<file path="config.mk">
export PLATFORM = sky130hd
export DESIGN_NAME = ffac_fifo
export DESIGN_NICKNAME = d
export VERILOG_FILES = /design/src/rtl/core/ffac_fifo.sv
export SDC_FILE = /design/constraint.sdc
export NUM_CORES = 1
export LEC_CHECK = 0
export BUFFER_PORTS_ARGS = -buffer_cell sky130_fd_sc_hd__buf_2
export CORE_MARGIN = 1
export CORE_UTILIZATION = 28
export DETAILED_ROUTE_END_ITERATION = 7
export GPL_TIMING_DRIVEN = 0
export MAX_ROUTING_LAYER = met4
export PLACE_DENSITY = 0.53
export SETUP_SLACK_MARGIN = 0.02
export SLEW_MARGIN = 5
export SYNTH_ARGS = -nofsm -noshare
export SYNTH_HDL_FRONTEND = slang
export SYNTH_SLANG_ARGS = --single-unit
export TNS_END_PERCENT = 20
</file>
<file path="constraint.sdc">
create_clock -name clk -period 3.15 [get_ports clk]
set_input_delay 0.315 -clock clk [delete_from_list [all_inputs] [get_ports clk]]
set_output_delay 0.315 -clock clk [all_outputs]
set_load 0.005 [all_outputs]
</file>
<file path="src/rtl/core/ffac_fifo.sv">
module ffac_fifo #(
	parameter int WIDTH = 8,
	parameter int DEPTH = 2
) (
	input  logic             clk,
	input  logic             arst_n,
	input  logic             push,
	output logic             full,
	input  logic [WIDTH-1:0] wr_data,
	input  logic             pop,
	output logic             empty,
	output logic [WIDTH-1:0] rd_data
);

	localparam int AW = (DEPTH > 1) ? $clog2(DEPTH) : 1;
	localparam int CW = $clog2(DEPTH + 1);

	logic [WIDTH-1:0] mem_q [DEPTH];
	logic [AW-1:0]    wr_ptr_q;
	logic [AW-1:0]    rd_ptr_q;
	logic [CW-1:0]    count_q;
	logic             do_wr;
	logic             do_rd;

	assign full    = (count_q == CW'(DEPTH));
	assign empty   = (count_q == '0);
	assign do_wr   = push && !full;
	assign do_rd   = pop && !empty;
	assign rd_data = mem_q[rd_ptr_q];

	// Store the entry on a write transfer
	always_ff @(posedge clk) begin
		if (do_wr) mem_q[wr_ptr_q] <= wr_data;
	end

	// Advance pointers and track the fill level
	always_ff @(posedge clk or negedge arst_n) begin
		if (!arst_n) begin
			wr_ptr_q <= '0;
			rd_ptr_q <= '0;
			count_q  <= '0;
		end else begin
			if (do_wr) wr_ptr_q <= (wr_ptr_q == AW'(DEPTH - 1)) ? '0 : wr_ptr_q + 1'b1;
			if (do_rd) rd_ptr_q <= (rd_ptr_q == AW'(DEPTH - 1)) ? '0 : rd_ptr_q + 1'b1;
			if (do_wr && !do_rd) count_q <= count_q + 1'b1;
			else if (do_rd && !do_wr) count_q <= count_q - 1'b1;
		end
	end

endmodule

</file>
Word level (Yosys, flattened, before mapping)
Memory sizes are Yosys's and may differ from the RTL's.
Index checks and enable logic that the tools add are counted.

storage, ports and cells
  register bits = 4
  latch bits = 0
  memory bits (writable) = 16
  bits in read-only memories = 0
  input bits = 12
  output and inout port bits = 10
  logic and storage cells = 25
  memories kept = 1

memories
  memory  words  width  rd ports  clocked after Yosys merged registers in  wr ports  line  RTL
  mem_q   2      8      1         0                                        1         18    logic [WIDTH-1:0] mem_q [DEPTH];

operators by class
  add/sub/neg operators = 4
  multipliers = 0
  divide/modulo/power cells = 0
  $lt $le $gt $ge = 0
  equal/unequal tests = 1
  shift-type cells = 0
  muxes and demuxes = 6
  bitwise gates (word level) = 0
  reduce and logical (&&, ||, !) cells = 10

operator list
  cell                 count
  $logic_and 1x1->1    4
  $logic_not 1->1      4
  $mux 1               4
  $mux 2               2
  $add 1x1->1 const B  2
  $add 2x1->2 const B  1
  $eq 2x2->1 const B   1
  $logic_not 2->1      1
  $reduce_bool 2->1    1
  $sub 2x1->2 const B  1

Logic depth before layout (Yosys ltp)
Gate-level depths: netlist (run 1).

  word-level depth = 7
  gate-level depth with buffers = 7
  mapped depth without buffers = 7

Least setup slack after synthesis (run 1)
OpenSTA, ideal clock, no wires.

  path kind = register to register
  start point = register count_q[0]
  end point = memory mem_q[0][0] (enable)
  setup time = 0.370 ns
  arrival time = 1.022 ns
  data required time = 2.780 ns
  slack = 1.758 ns
  stages on the path, launching flop included = 4
  path buffers = 0
  clock period less this slack = 1.392 ns
  path through = dfrtp_1 > nand2b_1 > nand2_2 > nor2_1

on the way
  word-level cells in the longest chain between the ends = 5

ends and longest elaborated chain
  what                          line  RTL
  from (decl)                   21    logic [CW-1:0] count_q;
  from (signal assigned)        45    if (do_wr && !do_rd) count_q <= count_q + 1'b1;
  from (signal assigned)        46    else if (do_rd && !do_wr) count_q <= count_q - 1'b1;
  $eq 2x2->1                    25    assign full = (count_q == CW'(DEPTH));
  $logic_not 1->1               27    assign do_wr = push && !full;
  $logic_and 1x1->1             27
  $mux 1                        33    if (do_wr) mem_q[wr_ptr_q] <= wr_data;
  $mux 1 (implied by the code)  33
  to (decl)                     18

Every way passes these cells.

Worst setup path after layout (run 1)
  start point = register rd_ptr_q
  end point = output rd_data[3]

on the way
  word-level cells in the longest chain between the ends = 1

ends and longest elaborated chain
  what                    line  RTL
  from (decl)             20    logic [AW-1:0] rd_ptr_q;
  from (signal assigned)  44    if (do_rd) rd_ptr_q <= (rd_ptr_q == AW'(DEPTH - 1)) ? '0 : rd_ptr_q + 1'b1;
  $mem_v2 2x8             -
  to (decl)               12    output logic [WIDTH-1:0] rd_data

Every way passes these cells.

==> summary.md, run 1 <==
| Metric | Value |
|---|---|
| Setup bufs post-CTS | 0 |
| Largest family of logic cells by synthesized area | multiplexers |
| Netlist cell types | 15 |
| Share of cells above drive strength 1 | 42.9% |
| Worst Path Max Fanout | 9 |
| Post-synthesis xor/xnor area fraction | 6.56% |
| Post-synthesis register bit count | 20 |
| Max-slew violation count | 0 |
| Vias in the first global route | 431 |
| Required @ worst endpoint | 2830 ps |
| # diodes | 0 |
| Sink Count | 20 |
| Slowest-stage cell, CP | mux2_1 |
| Cell row count | 18 |
| Min cycle time layout | around 1700 ps |
| Clock-pin slew on the worst setup and hold paths | 110 ps |
| Die Ht | 54.8 µm |
| Initial antenna violation count | 0 |
| Placed Cells incl. Taps | 95 |
| Register-to-Register Path Depth | 3 |
| RSZ-0062 raised after global routing | no |
| Placement Cell Area | about 920 µm² |
| Final setup TNS | 0 ps |
| Via count | ~430 |
| Worst setup SP type | flop |
| CP endpoint kind | primary output |
| Yosys top cell area share | 61.4% |
| Area of the die | 0.00301 mm² |
| Outcome | completed |
| Global router's overall resource usage | under 10% |
| Die X | 54.8 µm |
| Pleak | 0.410 nW |
| Worst relative slew slack | a little over half |
| Worst r2r src | count_q[0] |
| IO buf count | 21 |
| Iter 0 DRT Violations | 4 |
| 1st-pass router iterations | 2 |
| Pwr/cell area | 897 mW/mm² |
| Setup violators final | 0 |
| Fin crit share | 52.9% |
| Post-CTS resize count | 0 |
| Clock root cell | clkbuf_4 |
| Worst Hold Path EP | mem_q[0][2] |
| Synth area leader | edfxtp_1 |
| Worst EP arrival | 1350 ps |
| IO Count | 22 |
| FF-to-FF setup slack | 1520 ps |
| DR WL/cell | 12.1 µm |
| TritonCTS clock tree | yes |
| Most frequent CP cell | buf_2 |
| Post-Route WL | around 1.2 mm |
| First-pass GRT wire length | 1.84 mm |
| Clock Skew | 1.85 ps |
| Min-Delay Path Class | in -> reg |
| Fmax | 600 MHz |
| Clock latency on the worst-skew pair | 300 ps |
| Total gr overflow | 0 |
| Syn Inst Count | 44 |
| Synth Area in Compound Gates | 0.640% |
| DR vias/cell | 4.31 |
| Final instance area | 987 µm² |
| Hold path start | wr_data[2] |
| H-tree depth | 1 |
| Mux cell area share after synthesis | 11.5% |
| Initial Util | 30.5% |
| Core area | 0.00257 mm² |
| Syn avg cell area | 17.8 µm² |
| DPL Wire Length | 881 µm |
| Register area share after synthesis | between 70% and 80% |
| Maxcap violations | 0 |
| CTS max path bufs | 2 |
| Crit-path cells | buf_2, mux2_1, buf_2 |
| Most common cell after layout, fill and taps aside | buf_2 |
| Post-DRT Antenna Nets | 0 |
| Most frequent cells in the layout | buf_2, edfxtp_1, mux2_1 |
| Max stage delay on crit path | 360 ps |
| Top cells by area, synth | edfxtp_1, dfrtp_1, mux2_1, mux2_2, xnor2_1 |
| Maximum VDD drop | 0.000507 V |
| CTS Buf Count | 3 |
| Adder-cell share of the synthesized area | 1.60% |
| Critical setup path kind | reg -> out |
| Syn nets | 57 |
| Final hold violation count | 0 |
| Simple-gate area share of the yosys netlist | 3.84% |
| Routability cong. | 0.615 |
| DRC Markers | 0 |
| Area Overhead vs Synth | 26.2% |
| Worst Tran Pin Value | 684 ps |
| Hold path cells | 1 |
| Worst reg2reg endpoint | mem_q[0][3] |
| Yosys warns | 0 |
| Count of nets after finishing | 84 |
| Finished Layout Cells | 100 |
| Largest net degree at the start of global routing | 13 |
| Synth Cell Area | 782 µm² |
==> power by group <==
group | internal (W) | switching, W | total, W | leakage [nW]
sequential | 0.000370 | 0.0000344 | 0.000404 | 0.195
combinational | 0.000140 | 0.000133 | 0.000273 | 0.187
clock | 0.000129 | 0.0000801 | 0.000209 | 0.0279
total | 0.000638 | 0.000248 | 0.000886 | 0.410
==> worst max path at each step <==
stage	from	endpoint	slack, ps	cells after the start
floorplan	count_q[0]	mem_q[0][0]	1760	3
global placement	count_q[0]	mem_q[0][0]	1460	3
detailed placement	count_q[0]	mem_q[0][0]	1480	3
CTS	rd_ptr_q	rd_data[3]	1450	3
global route	count_q[0]	mem_q[0][3]	1360	3
finish	rd_ptr_q	rd_data[3]	1480	3
==> kinds of logic after synthesis <==
logic type | Yosys count
buffers and inverters | 3
AND/OR/NAND/NOR | 6
adder cells (fa/ha/maj) | 1
flip-flops | 20
XOR/XNOR | 5
AO/OA/AOI/OAI | 1
multiplexers | 8
==> metrics by stage <==
stage	power, W	worst slack [ps]	util [%]	hold WS [ps]
floorplan	0.000588	1760	-	19.4
global placement	0.000682	1460	36.0	130
detailed placement	0.000691	1480	36.0	132
CTS	0.000901	1450	38.5	188
global route	0.000951	1360	38.5	173
finish	0.000886	1480	38.5	196
==> synthesized netlist by cell type <==
library cell / number
nand2b_1: 1
xnor2_2: 1
ha_1: 1
xor2_1: 2
nor2_1: 3
inv_1: 2
mux2_2: 2
edfxtp_1: 16
o21ai_1: 1
xnor2_1: 2
and3_1: 1
mux2_1: 6
buf_2: 1
dfrtp_1: 4
nand2_2: 1
==> state kept, by name, indices dropped and copies added, names as in the netlist <==
signal / cells
count_q: 2
mem_q: 16
rd_ptr_q: 1
wr_ptr_q: 1
==> final cells by class <==
type | instances | area, µm²
inverter | 2 | 7.51
timing repair buffer | 22 | 115
tap | 30 | 37.5
buffer | 1 | 5.00
clock inverter | 1 | 30.0
clock buffer | 3 | 22.5
fill | 262 | 1580
multi-input combinational | 21 | 189
sequential | 20 | 581
==> repair_timing <==
action,in CTS,in global routing
endpoints found under the hold margin,4,0
setup endpoints to repair,0,0
hold buffers,1,0
==> worst max-delay path, delay by kind of cell (launching register included) <==
kind / cells / cell delay, ps
flops: 1 / 330
mux: 1 / 360
buf+inv: 2 / 370
==> routing by layer <==
metal | part of all wire, % | GRT usage (%) | vias to the layer above | wire [µm]
met5 | 0 | - | - | 0
met4 | 0.49 | 1.28 | 0 | 6
met3 | 6.8 | 5.00 | 2 | 82
met2 | 46 | 16.1 | 16 | 556
met1 | 47 | 11.0 | 204 | 567
li1 | - | - | 209 | -
Power figures use the tool's default switching activity.
==> run 2: changes to the inputs <==
- clock period: 3.15 -> 1.55 ns (I/O delays scaled with it)
==> run 2 against run 1 <==
Net effect: worst setup slack got worse by 1400 ps; count of clock-buffer cells in the layout is the same; clock skew up 1.0 ps; sequential power rose by 110%; critical path type is now reg -> reg; largest power group unchanged.
==> summary.md, run 2 (same netlist as run 1, synthesis figures left out) <==
| Metric | Value |
|---|---|
| Hold slack final | 35.5 ps (-161 ps) |
| Clock latency on the worst-skew pair | 300 ps (about the same) |
| Utilization after layout | 39.4% (+0.97 points) |
| First-pass GRT wire length | 1.84 mm (unchanged) |
| Maxcap violations | 0 (unchanged) |
| Max reg flops | 16 (unchanged) |
| Share of cells above drive strength 1 | 47.9% (+5.0 points) |
| Min cycle time layout | ~1400 ps |
| IO Count | 22 (unchanged) |
| 1st-pass router iterations | 3 (+1) |
| Worst EP arrival | 1680 ps (+330 ps) |
| Clock root cell | clkbuf_4 |
| Most common cell after layout, fill and taps aside | buf_2 |
| Most frequent cells in the layout | buf_2, edfxtp_1, mux2_1 |
| Die X | 54.8 µm (unchanged) |
| Vias in the first global route | 431 (unchanged) |
| Max-slew violation count | 0 (unchanged) |
| Area Overhead vs Synth | 29.4% |
| DPL Wire Length | 881 µm (unchanged) |
| Pwr/cell area | 1850 mW/mm² (+110%) |
| Post-Route WL | 1.23 mm (+1.3%) |
| IO buf count | 21 (unchanged) |
| Sink Count | 20 (unchanged) |
| Register Area | 582 µm² (+0.22%) |
| Routability cong. | 0.615 (unchanged) |
| Fmax | 692 MHz |
| DR WL/cell | 12.2 µm (+0.31%) |
| Post-DRT Antenna Nets | 0 (unchanged) |
| Cell row count | 18 (unchanged) |
| Die Ht | 54.8 µm (unchanged) |
| DRC Markers | 0 (unchanged) |
| Core area | 0.00257 mm² (unchanged) |
| Iter 0 DRT Violations | 9 (+5) |
| Max stage delay on crit path | 440 ps (+80 ps) |
| Regs by FF count | mem_q (16), count_q (2) |
| Total gr overflow | 0 (unchanged) |
| DR vias/cell | 4.32 (+0.16%) |
| Register-to-Register Path Depth | 6 (+3) |
| Biggest register | mem_q |
| Outcome | completed |
| Clock-pin slew on the worst setup and hold paths | 120 ps (about the same) |
| Hold path cells | 1 (unchanged) |
| Final setup TNS | 0 ps (unchanged) |
| Area of the multi-input gates | 199 µm² (+5.3%) |
| Pleak | 0.422 nW (+2.8%) |
| CTS max path bufs | 2 (unchanged) |
| Initial antenna violation count | 0 (unchanged) |
| Worst setup SP type | flop |
| Fin crit share | around 93% |
| H-tree depth | 1 (unchanged) |
| Initial Util | 30.5% (unchanged) |
| Final hold violation count | 0 (unchanged) |
| Critical setup path kind | reg -> reg |
| Worst Path Max Fanout | 4 (-5) |
| Worst relative slew slack | 71.4% (+17 points) |
| Min-Delay Path Class | in -> reg |
| RSZ-0062 raised after global routing | no |
| Required @ worst endpoint | 1780 ps (-1050 ps) |
| Area of the die | 0.00301 mm² (unchanged) |
| Count of nets after finishing | 85 (+1.2%) |
| Crit-path cells | nand2b_4, nand2_2, inv_1, ha_1, nor2_1, xor2_1 |
| Largest net degree at the start of global routing | 13 (unchanged) |
| Setup violators final | 0 (unchanged) |
| CP endpoint kind | flop |
| Number of fillers in the final layout | 260 (-0.76%) |
| Via count | 436 (+1.2%) |
| Maximum VDD drop | 0.00104 V (+110%) |
| Slowest-stage cell, CP | dfrtp_2 |
| Worst Tran Pin Value | 429 ps (-256 ps) |
| Global router's overall resource usage | 9.85% (unchanged) |
| Clock Skew | 2.89 ps (+1.04 ps) |
| TritonCTS clock tree | yes |
| # diodes | 0 (unchanged) |
| CTS Buf Count | 3 (unchanged) |
-- run 2: cell types whose count changed in the layout (fill, tap and decap cells not counted), sizes merged --
cell	delta
buf	+1
-- run 2: critical path: cells and delay by family (launching register included) --
family        cells  cell delay [ps]
simple gates      3              410
buf+inv           1               50
fa+ha+maj         1              290
xor+xnor          1              170
flops             1              440
-- run 2: through the flow --
| stage | setup WS [ps] | total power (W) | instances | cell area, µm² |
|---|---|---|---|---|
| final | 104 | 0.00187 | 101 | 1010 |
| after global routing | 21.7 | 0.00201 | 101 | 1010 |
| after CTS | 5.20 | 0.00184 | 100 | 990 |
| after detailed placement | -121 | 0.00140 | 95 | 925 |
| after global placement | -135 | 0.00139 | 95 | 925 |
| after floorplan | 158 | 0.00119 | 44 | 782 |
-- run 2: final timing paths --
check                      startpoint          end  slack, ps
max                        count_q[0]   count_q[1]        100
min                        wr_data[7]  mem_q[0][7]         40
max reg2reg                count_q[0]   count_q[1]        100
min reg2reg                  wr_ptr_q     wr_ptr_q        540
max in group asynchronous      arst_n   count_q[0]       1250
min in group asynchronous      arst_n   count_q[0]        170
-- run 2: layout make-up --
class,count,area share (%)
inverter,2,0.742
multi-input combinational,21,19.7
sequential,20,57.5
buffer,1,1.11
tap,30,3.71
clock buffer,3,2.22
clock inverter,1,2.97
timing repair buffer,23,12.1
-- run 2: metal layers --
| layer | part of all wire (%) | global-route usage (%) |
|---|---|---|
| met3 | 6.0 | 5.00 |
| met4 | 0.49 | 1.28 |
| met5 | 0 | - |
| met2 | 47 | 16.1 |
| met1 | 47 | 11.0 |
-- run 2: what timing repair did --
action,CTS,global route
endpoints found under the setup margin,11,20
hold buffers,1,0
gates resized for setup,1,5
setup buffers,0,1
hold endpoints to repair,4,0
-- run 2: report_power, final --
part	leakage (nW)	switching [W]	internal [W]
Combinational	0.200	0.000284	0.000333
Clock	0.0279	0.000167	0.000261
Sequential	0.194	0.0000758	0.000754
Total	0.422	0.000527	0.00135
