===== config.mk =====
export PLATFORM = sky130hd
export DESIGN_NAME = ffac_front
export DESIGN_NICKNAME = d
export VERILOG_FILES = /design/src/rtl/core/ffac_pkg.sv /design/src/rtl/core/ffac_front.sv
export SDC_FILE = /design/constraint.sdc
export NUM_CORES = 2
export LEC_CHECK = 0
export ABC_AREA = 1
export BUFFER_PORTS_ARGS = -buffer_cell sky130_fd_sc_hd__buf_2
export CAP_MARGIN = 20
export CORE_MARGIN = 3
export CORE_UTILIZATION = 55
export DETAILED_ROUTE_END_ITERATION = 12
export MAX_ROUTING_LAYER = met4
export PLACE_DENSITY = 0.71
export SLEW_MARGIN = 20
export SYNTH_ARGS = -nofsm -noshare
export SYNTH_HDL_FRONTEND = slang
export SYNTH_SLANG_ARGS = --single-unit

===== constraint.sdc =====
create_clock -name clk -period 14.25 [get_ports clk]
set_input_delay 1.425 -clock clk [delete_from_list [all_inputs] [get_ports clk]]
set_output_delay 1.425 -clock clk [all_outputs]
set_load 0.05 [all_outputs]

===== src/rtl/core/ffac_pkg.sv =====
package ffac_pkg;

	// Fixed-point constants of the level and gain math
	localparam int          FLOOR_DB_Q8    = 30720;
	localparam logic [18:0] DB_PER_OCT_Q16 = 19'd394566;
	localparam logic [21:0] OCT_PER_DB_Q24 = 22'd2786635;
	localparam int          ROOT_COUNT     = 16;

	// Configuration register indexes
	typedef enum logic [2:0] {
		CFG_MODE            = 3'd0,
		CFG_THRESHOLD_DB    = 3'd1,
		CFG_COMP_FACTOR     = 3'd2,
		CFG_KNEE_HALF_WIDTH = 3'd3,
		CFG_KNEE_COEF       = 3'd4,
		CFG_ALPHA_ATTACK    = 3'd5,
		CFG_ALPHA_RELEASE   = 3'd6
	} cfg_idx_t;

	// Peak detector flavors
	typedef enum logic [1:0] {
		MODE_BRANCH           = 2'd0,
		MODE_BRANCH_SMOOTH    = 2'd1,
		MODE_DECOUPLED        = 2'd2,
		MODE_DECOUPLED_SMOOTH = 2'd3
	} det_mode_t;

	typedef struct packed {
		det_mode_t          mode;
		logic signed [15:0] threshold_db;
		logic [15:0]        comp_factor;
		logic [13:0]        knee_half_width;
		logic [15:0]        knee_coef;
		logic [15:0]        alpha_attack;
		logic [15:0]        alpha_release;
	} cfg_t;

	localparam logic signed [15:0] RST_THRESHOLD_DB = -16'sd5120;
	localparam logic [15:0]        RST_COMP_FACTOR  = 16'd49152;

	typedef enum logic [3:0] {
		F_IDLE, F_NORM, F_SQR, F_DB, F_LVL, F_OV, F_SQ, F_KC, F_RED, F_PUSH
	} front_state_t;

	typedef enum logic [3:0] {
		B_IDLE, B_DET, B_MA1, B_MA2, B_SMSET, B_EXP, B_ROOT, B_SHIFT, B_SCALE, B_PUSH
	} back_state_t;

	typedef logic [ROOT_COUNT-1:0][30:0] root_tab_t;

	// Bitwise integer square root, used only at elaboration
	function automatic logic [63:0] isqrt64(input logic [63:0] v_in);
		logic [63:0] v;
		logic [63:0] r;
		logic [63:0] b;
		v = v_in;
		r = '0;
		b = 64'h4000_0000_0000_0000;
		for (int i = 0; i < 32; i++) begin
			if (b > v) b = b >> 2;
		end
		for (int i = 0; i < 32; i++) begin
			if (b != '0) begin
				if (v >= r + b) begin
					v = v - (r + b);
					r = (r >> 1) + b;
				end else begin
					r = r >> 1;
				end
				b = b >> 2;
			end
		end
		return r;
	endfunction

	// Q0.30 roots 2^(-2^-(j+1)), each one the truncated root of the one before
	function automatic root_tab_t build_roots();
		root_tab_t   tab;
		logic [63:0] r;
		r = isqrt64(64'd1 << 59);
		tab[0] = r[30:0];
		for (int j = 1; j < ROOT_COUNT; j++) begin
			r = isqrt64(r << 30);
			tab[j] = r[30:0];
		end
		return tab;
	endfunction

	localparam root_tab_t ROOT_TAB = build_roots();

endpackage


===== src/rtl/core/ffac_front.sv =====
module ffac_front import ffac_pkg::*; #(
	parameter int SAMPLE_BITS    = 24,
	parameter int LOG_TABLE_BITS = 10
) (
	input  logic                   clk,
	input  logic                   arst_n,
	input  cfg_t                   cfg,
	input  logic                   push,
	output logic                   full,
	input  logic [SAMPLE_BITS-1:0] in_sample,
	output logic                   mid_push,
	input  logic                   mid_full,
	output logic [14:0]            mid_red,
	output logic                   mid_negx,
	output logic [SAMPLE_BITS-1:0] mid_mag
);

	localparam int SB     = SAMPLE_BITS;
	localparam int LTB    = LOG_TABLE_BITS;
	localparam int NS     = $clog2(SB);
	localparam int STEP_W = (NS > 1) ? $clog2(NS) : 1;
	localparam int CNT_W  = $clog2(LTB);
	localparam logic [63:0] FLOOR_MAG = (64'd1 << (SB - 1)) / 64'd1000000;
	localparam logic signed [15:0] LVL_FLOOR = -16'sd30720;

	front_state_t state_q, state_d;

	logic [SB-1:0]        mag_q;
	logic                 negx_q;
	logic [SB-1:0]        nrm_q;
	logic [NS-1:0]        lz_q;
	logic [STEP_W-1:0]    step_q;
	logic [30:0]          y_q;
	logic [LTB-1:0]       frac_q;
	logic [CNT_W-1:0]     cnt_q;
	logic [45:0]          acc_q;
	logic signed [15:0]   lvl_q;
	logic signed [17:0]   ov_q;
	logic                 knee_q;
	logic [14:0]          d_q;
	logic [21:0]          rect_q;
	logic [14:0]          c_q;

	logic [SB-1:0]        mag_c;
	logic                 floor_c;
	logic [NS-1:0]        shamt_c;
	logic [SB-1:0]        top_mask_c;
	logic                 top_zero_c;
	logic [SB-1:0]        nrm_next_c;
	logic [SB+30:0]       wide_c;
	logic [61:0]          sqp_c;
	logic [31:0]          sq_c;
	logic [NS+LTB-1:0]    oct_c;
	logic [NS+15:0]       neg_c;
	logic [21:0]          dbm_c;
	logic [14:0]          dbc_c;
	logic signed [15:0]   lvl_c;
	logic signed [17:0]   ov_c;
	logic signed [17:0]   w_c;
	logic signed [17:0]   dsum_c;
	logic                 knee_c;
	logic [45:0]          kprod_c;
	logic [21:0]          rect_c;
	logic [37:0]          rp_c;
	logic [21:0]          red_c;

	// Magnitude of the incoming sample and the silence floor check
	assign mag_c   = in_sample[SB-1] ? (~in_sample + 1'b1) : in_sample;
	assign floor_c = ({{(64-SB){1'b0}}, mag_c} <= FLOOR_MAG);

	// One binary-search step of the leading zero count
	assign shamt_c    = NS'(1) << step_q;
	assign top_mask_c = ~({SB{1'b1}} >> shamt_c);
	assign top_zero_c = ((nrm_q & top_mask_c) == '0);
	assign nrm_next_c = top_zero_c ? (nrm_q << shamt_c) : nrm_q;
	assign wide_c     = {nrm_next_c, 31'b0};

	// One squaring step of the log2 fraction
	assign sqp_c = 62'(y_q) * 62'(y_q);
	assign sq_c  = sqp_c[61:30];

	// Octaves below full scale, to dB
	assign oct_c = {lz_q, {LTB{1'b0}}} - {{NS{1'b0}}, frac_q};
	assign neg_c = {oct_c, {(16-LTB){1'b0}}};
	assign dbm_c = acc_q[45:24];
	assign dbc_c = (dbm_c > 22'(FLOOR_DB_Q8)) ? 15'(FLOOR_DB_Q8) : dbm_c[14:0];
	assign lvl_c = -$signed({1'b0, dbc_c});

	// Overshoot and knee region
	assign ov_c   = {{2{lvl_q[15]}}, lvl_q} - {{2{cfg.threshold_db[15]}}, cfg.threshold_db};
	assign w_c    = $signed({4'b0, cfg.knee_half_width});
	assign dsum_c = ov_c + w_c;
	assign knee_c = (cfg.knee_half_width != '0) && (ov_c > -w_c) && (ov_c < w_c);

	// Static curve before and after the ratio
	assign kprod_c = 46'(cfg.knee_coef) * 46'(acc_q[29:0]);
	assign rect_c  = knee_q ? kprod_c[45:24] :
	                 ((ov_q > 18'sd0) ? 22'(ov_q[16:0]) : '0);
	assign rp_c    = 38'(rect_q) * 38'(cfg.comp_factor);
	assign red_c   = rp_c[37:16];

	assign mid_red  = c_q;
	assign mid_negx = negx_q;
	assign mid_mag  = mag_q;

	// Hold the sequencer state
	always_ff @(posedge clk or negedge arst_n) begin
		if (!arst_n) begin
			state_q <= F_IDLE;
		end else begin
			state_q <= state_d;
		end
	end

	// Step through level, curve and ratio for one sample
	always_comb begin
		state_d  = state_q;
		full     = (state_q != F_IDLE);
		mid_push = 1'b0;
		case (state_q)
			F_IDLE: begin
				if (push) state_d = floor_c ? F_OV : F_NORM;
			end
			F_NORM: begin
				if (step_q == '0) state_d = F_SQR;
			end
			F_SQR: begin
				if (cnt_q == CNT_W'(LTB - 1)) state_d = F_DB;
			end
			F_DB:  state_d = F_LVL;
			F_LVL: state_d = F_OV;
			F_OV:  state_d = F_SQ;
			F_SQ:  state_d = F_KC;
			F_KC:  state_d = F_RED;
			F_RED: state_d = F_PUSH;
			F_PUSH: begin
				if (!mid_full) begin
					mid_push = 1'b1;
					state_d  = F_IDLE;
				end
			end
			default: state_d = F_IDLE;
		endcase
	end

	// Datapath registers, loaded by the step in progress
	always_ff @(posedge clk) begin
		case (state_q)
			F_IDLE: begin
				mag_q  <= mag_c;
				nrm_q  <= mag_c;
				negx_q <= in_sample[SB-1];
				lz_q   <= '0;
				step_q <= STEP_W'(NS - 1);
				lvl_q  <= LVL_FLOOR;
			end
			F_NORM: begin
				nrm_q  <= nrm_next_c;
				if (top_zero_c) lz_q <= lz_q + shamt_c;
				step_q <= step_q - 1'b1;
				y_q    <= wide_c[SB+30 -: 31];
				frac_q <= '0;
				cnt_q  <= '0;
			end
			F_SQR: begin
				y_q    <= sq_c[31] ? sq_c[31:1] : sq_c[30:0];
				frac_q <= {frac_q[LTB-2:0], sq_c[31]};
				cnt_q  <= cnt_q + 1'b1;
			end
			F_DB: begin
				acc_q <= 46'(neg_c) * 46'(DB_PER_OCT_Q16) + 46'(64'd1 << 23);
			end
			F_LVL: begin
				lvl_q <= lvl_c;
			end
			F_OV: begin
				ov_q   <= ov_c;
				knee_q <= knee_c;
				d_q    <= dsum_c[14:0];
			end
			F_SQ: begin
				acc_q <= 46'(d_q) * 46'(d_q);
			end
			F_KC: begin
				rect_q <= rect_c;
			end
			F_RED: begin
				c_q <= (red_c > 22'(FLOOR_DB_Q8)) ? 15'(FLOOR_DB_Q8) : red_c[14:0];
			end
			default: ;
		endcase
	end

endmodule


# Word-level counts from Yosys, hierarchy flattened
# Index checks and enable logic that the tools add are counted.
[totals]
regBits = 238
output_inout_bits = 42
word_cells = 94
[op_classes]
n_addsub = 10
n_mul = 5
order_cmp = 6
n_eq_ne = 15
shifts = 3
n_mux = 23
bitwise = 3
reduce_logical = 13
[ops]
columns = ["op", "n"]
rows = [
  ["$pmux 46 s2", 1],
  ["$mul 31x31->62", 1],
  ["$pmux 31 s2", 1],
  ["$mux 24", 2],
  ["$not 24->24", 2],
  ["$pmux 24 s2", 1],
  ["$mul 16x30->46", 1],
  ["$gt 22x15->1 const B", 2],
  ["$add 40x24->41 const B", 1],
  ["$pmux 4 s10", 1],
  ["$mul 22x16->38", 1],
  ["$mul 15x18->33 const B", 1],
  ["$pmux 16 s2", 1],
  ["$mux 31", 1],
  ["$mul 15x15->30", 1],
  ["$add 24x1->24 const B", 1],
  ["$and 24x24->24", 1],
  ["$le 24x4->1 const B", 1],
  ["$logic_not 24->1", 1],
  ["$shl 24x5->24", 1],
  ["$shr 24x5->24 const A", 1],
  ["$mux 22", 1],
  ["$pmux 10 s2", 1],
  ["$gt 17x18->1", 1],
  ["33 further kinds", 51],
]

# Logic depth before layout (Yosys ltp)
[depth]
word_depth = 7
mapped_depth = 35
depth_no_buf = 35

# Least setup slack after synthesis
# Ideal clock, no wire load.
[synth_path]
kind = "register to register"
startpoint = "register y_q[25]"
endpoint = "register y_q[21] (data pin)"
setup_time_ns = 0.259
t_arrival_ns = 6.927
t_required_ns = 13.991
slack_ns = 7.064
path_stages_with_launch = 32
n_path_buf = 3
path_cell_list = "edfxtp_1 clkbuf_1 clkbuf_1 nand2_1 fa_1 fa_1 inv_1 fa_1 inv_1 fa_1 inv_1 fa_1 fa_1 fa_1 inv_1 fa_1 inv_1 ha_1 nand2_1 nand2_1 inv_1 nor2_1 nor2_1 a21boi_2 o21bai_1 a21oi_1 nand3_1 nand2_1 nor2_4 buf_4 nand2_1 nand3_1"
[synth_between]
elab_chain_len = 3
[synth_rtl]
columns = ["element", "line", "source"]
rows = [
  ["start: declaration", "ffac_front.sv:33", "logic [30:0] y_q;"],
  ["start signal: assignment", "ffac_front.sv:161", "y_q <= wide_c[SB+30 -: 31];"],
  ["start signal: assignment", "ffac_front.sv:166", "y_q <= sq_c[31] ? sq_c[31:1] : sq_c[30:0];"],
  ["$mul 31x31->62", "ffac_front.sv:79", "assign sqp_c = 62'(y_q) * 62'(y_q);"],
  ["$mux 31", "ffac_front.sv:166", ""],
  ["$pmux 31 s2", "ffac_front.sv:148", "case (state_q)"],
]
# Every way passes these cells.
# A chain may end at the register's enable or synchronous reset.

# Worst setup path after layout
[layout_path]
startpoint = "register y_q[10]"
endpoint = "register y_q[28] (data pin)"
# Same word-level chain as after synthesis.

==> flow_metrics.env <==
export IMPL_hold_path_class="flop to flop"
export IMPL_placed_area_um2=82400
export IMPL_wirelength_mm=212
export IMPL_h_tree_depth=2
export IMPL_syn_inst=10100
export IMPL_rsz0062_at_grt="false"
export IMPL_syn2layout_area_growth_pct=4.33
export IMPL_cts_sinks=232
export IMPL_synth_simple_area_share_pct=17.1
export IMPL_synth_flop_cell="edfxtp_1"
export IMPL_clk_latency_ns=0.60
export IMPL_mostFrequentLayoutCells="inv_1 (2818), nand2_1 (2391), fa_1 (1586)"
export IMPL_final_common_cell="inv_1"
export IMPL_synth_top_family_by_area="adder cells"
export IMPL_grt_pass1_vias=67800
export IMPL_worst_pin_slew_ns=1.14
export IMPL_grt_overflow=0
export IMPL_rrSetupSlack_ns=5.61
export IMPL_synth_seq_area_share_pct=8.66
export IMPL_cp_end_kind="flop"
export IMPL_cts_clk_slew_worst_paths_ns=0.07
export IMPL_dieArea_um2=150000
export IMPL_async_flop_share_pct=1.72
export IMPL_avgSynthCellArea_um2=7.90
export IMPL_grtUsageTotal_pct=30.1
export IMPL_cp_endpoint="y_q[28]"
export IMPL_cts_tree="done"
export IMPL_hold_ws_ns=0.603
export IMPL_drtIter0Drc=4592
export IMPL_worst_path_max_fanout=25
export IMPL_place_hpwl_mm=175
export IMPL_arrival_ns=9.09
export IMPL_core_area_um2=144000
export IMPL_drive_above_1_share_pct=3.32
export IMPL_hold_buffers=0
export IMPL_fin_nets=12500
export IMPL_synth_edf_count=228
export IMPL_drc_errors=0
export IMPL_grt_max_degree=47
export IMPL_grt_pass1_wl_mm=352
export IMPL_fmax_mhz=116
export IMPL_die_w_um=388
export IMPL_r2r_end="y_q[28]"
export IMPL_detail_route_antenna_nets=0
export IMPL_cp_start_kind="flop"
export IMPL_max_cap_viol_count=0
export IMPL_fin_setup_tns_ns=0
export IMPL_synth_top_area_share_pct=39.6
export IMPL_start_util_pct=55.6
export IMPL_finalCriticalPeriod_ns=8.64
export IMPL_dr_pass1_iters=5
export IMPL_status="complete, no violations"
export IMPL_cts_buffers=34
export IMPL_antenna_found_initial=4
export IMPL_cp_required_ns=14.70
export IMPL_max_slew_margin_pct=24.0
export IMPL_portBuffers=131
export IMPL_synth_warnings=0
export IMPL_fin_area_um2=83700
export IMPL_cts_setup_buffers=0
export IMPL_muxShareOfSynthArea_pct=0.0374
export IMPL_rows=139
export IMPL_synth_seq_cells=232
export IMPL_period_share_pct=60.6
export IMPL_die_h_um=388
export IMPL_ctsRootBufferMaster="clkbuf_16"
export IMPL_vias=63800
export IMPL_cts_max_path_buffers=3
export IMPL_synth_xor_area_share_pct=1.83
export IMPL_setup_viol=0
export IMPL_synthTopCellsByArea="fa_1 (40%), inv_1 (13%), ha_1 (12%)"
export IMPL_finClkSkew_ns=0.0395
export IMPL_drt_vias_per_instance=5.33
export IMPL_yosysTopAreaCell="fa_1"
export IMPL_place_gp_congestion=1.00
export IMPL_r2r_start="y_q[10]"
export IMPL_rr_worst_depth=27
export IMPL_synth_compound_area_share_pct=5.55
export IMPL_ys_types=65
export IMPL_worstSetupPathType="flop to flop"
export IMPL_startpoint="y_q[10]"
export IMPL_synth_fa_ha_area_share_pct=51.9
export IMPL_io_pins=166
export IMPL_wl_per_cell_um=17.8
export IMPL_utilization_pct=58.0
export IMPL_post_cts_resized=0
export IMPL_syn_area_um2=80200
export IMPL_final_hold_viol_count=0
export IMPL_slew_viol_final=0
## sequential cells by signal, indices dropped and copies added, names as in the netlist
register	cells
cnt_q	4
lvl_q	16
frac_q	10
mid_red	15
acc_q	40
state_q	4
mid_mag	24
d_q	15
step_q	3
ov_q	17
y_q	31
rect_q	22
nrm_q	24
lz_q	5
mid_negx	1
knee_q	1
## through the flow
step | std cells | setup WS, ns
after floorplan | 10200 | 7.06
after global placement | 11900 | 5.77
after detailed placement | 11900 | 5.65
after CTS | 12000 | 5.64
after global routing | 12000 | 5.16
final | 12000 | 5.61
## cells by family after synthesis
logic type               Yosys count
buffers and inverters           3168
other                              2
flip-flops                       232
multiplexers                       3
AO/OA/AOI/OAI                    799
XOR/XNOR                         167
AND/OR/NAND/NOR                 3402
adder cells (fa/ha/maj)         2376
## layer usage
layer  vias up  track usage [%]  share of wire [%]
met5         -                -                  0
met4         0             8.20                3.1
met3       369             3.43                7.0
met2      2126             48.8                 47
met1     31700             40.5                 43
li1      29600                -                  -
## how the worst min path moves through the flow
stage | end | cells after the start | slack [ns] | startpoint
detailed placement | cnt_q[3] | 2 | 0.59 | cnt_q[3]
CTS | state_q[3] | 1 | 0.61 | arst_n
global route | state_q[1] | 1 | 0.63 | arst_n
global placement | cnt_q[3] | 2 | 0.58 | cnt_q[3]
finish | cnt_q[3] | 2 | 0.60 | cnt_q[3]
floorplan | rect_q[8] | 2 | 0.55 | ov_q[8]
## worst max-delay path, cell delays in order (launching register included)
cell	delay, ns
edfxtp_1	1.10
buf_4	0.43
nand2_1	0.12
fa_1	0.63
inv_1	0.07
fa_1	0.42
fa_1	0.56
inv_1	0.05
fa_1	0.47
inv_1	0.06
fa_1	0.50
inv_1	0.05
fa_1	0.53
inv_1	0.05
fa_1	0.51
fa_1	0.42
ha_1	0.32
nand2_1	0.15
nor2_1	0.28
inv_1	0.09
nor3_1	0.32
a21o_1	0.19
nand2_1	0.08
nand3_1	0.07
nand2_1	0.18
nor2_4	0.56
nand2_1	0.12
nand3_1	0.11
## cells in the mapped netlist, types with 8 or more instances
| master | number |
|---|---|
| clkbuf_1 | 292 |
| o21bai_1 | 38 |
| o21ai_1 | 11 |
| buf_1 | 32 |
| nand2_1 | 2393 |
| o21ai_0 | 285 |
| nand2_2 | 16 |
| nand3b_1 | 13 |
| ha_1 | 790 |
| a31oi_1 | 21 |
| o211ai_1 | 8 |
| nor4_1 | 22 |
| fa_1 | 1586 |
| edfxtp_1 | 228 |
| inv_1 | 2818 |
| o22ai_1 | 9 |
| a21oi_1 | 323 |
| buf_2 | 11 |
| inv_2 | 8 |
| nor2_2 | 18 |
| xnor2_1 | 43 |
| nand3_1 | 284 |
| or2_2 | 17 |
| nand4_1 | 52 |
| o21a_1 | 16 |
| nor2_1 | 495 |
| xor2_1 | 123 |
| a21o_1 | 33 |
| a21boi_0 | 11 |
| nor3_1 | 66 |
## layout make-up
type	instances	area (um2)
multi-input combinational	6752	61400
fill	13100	60500
inverter	2829	10600
sequential	232	6950
tap	1903	2380
timing repair buffer	186	1070
clock buffer	35	855
clock inverter	27	415
antenna	2	5.00
Power is left out: the tool's default activity adds up to more than one toggle a clock period on the data nets, which glitch-free logic cannot reach.
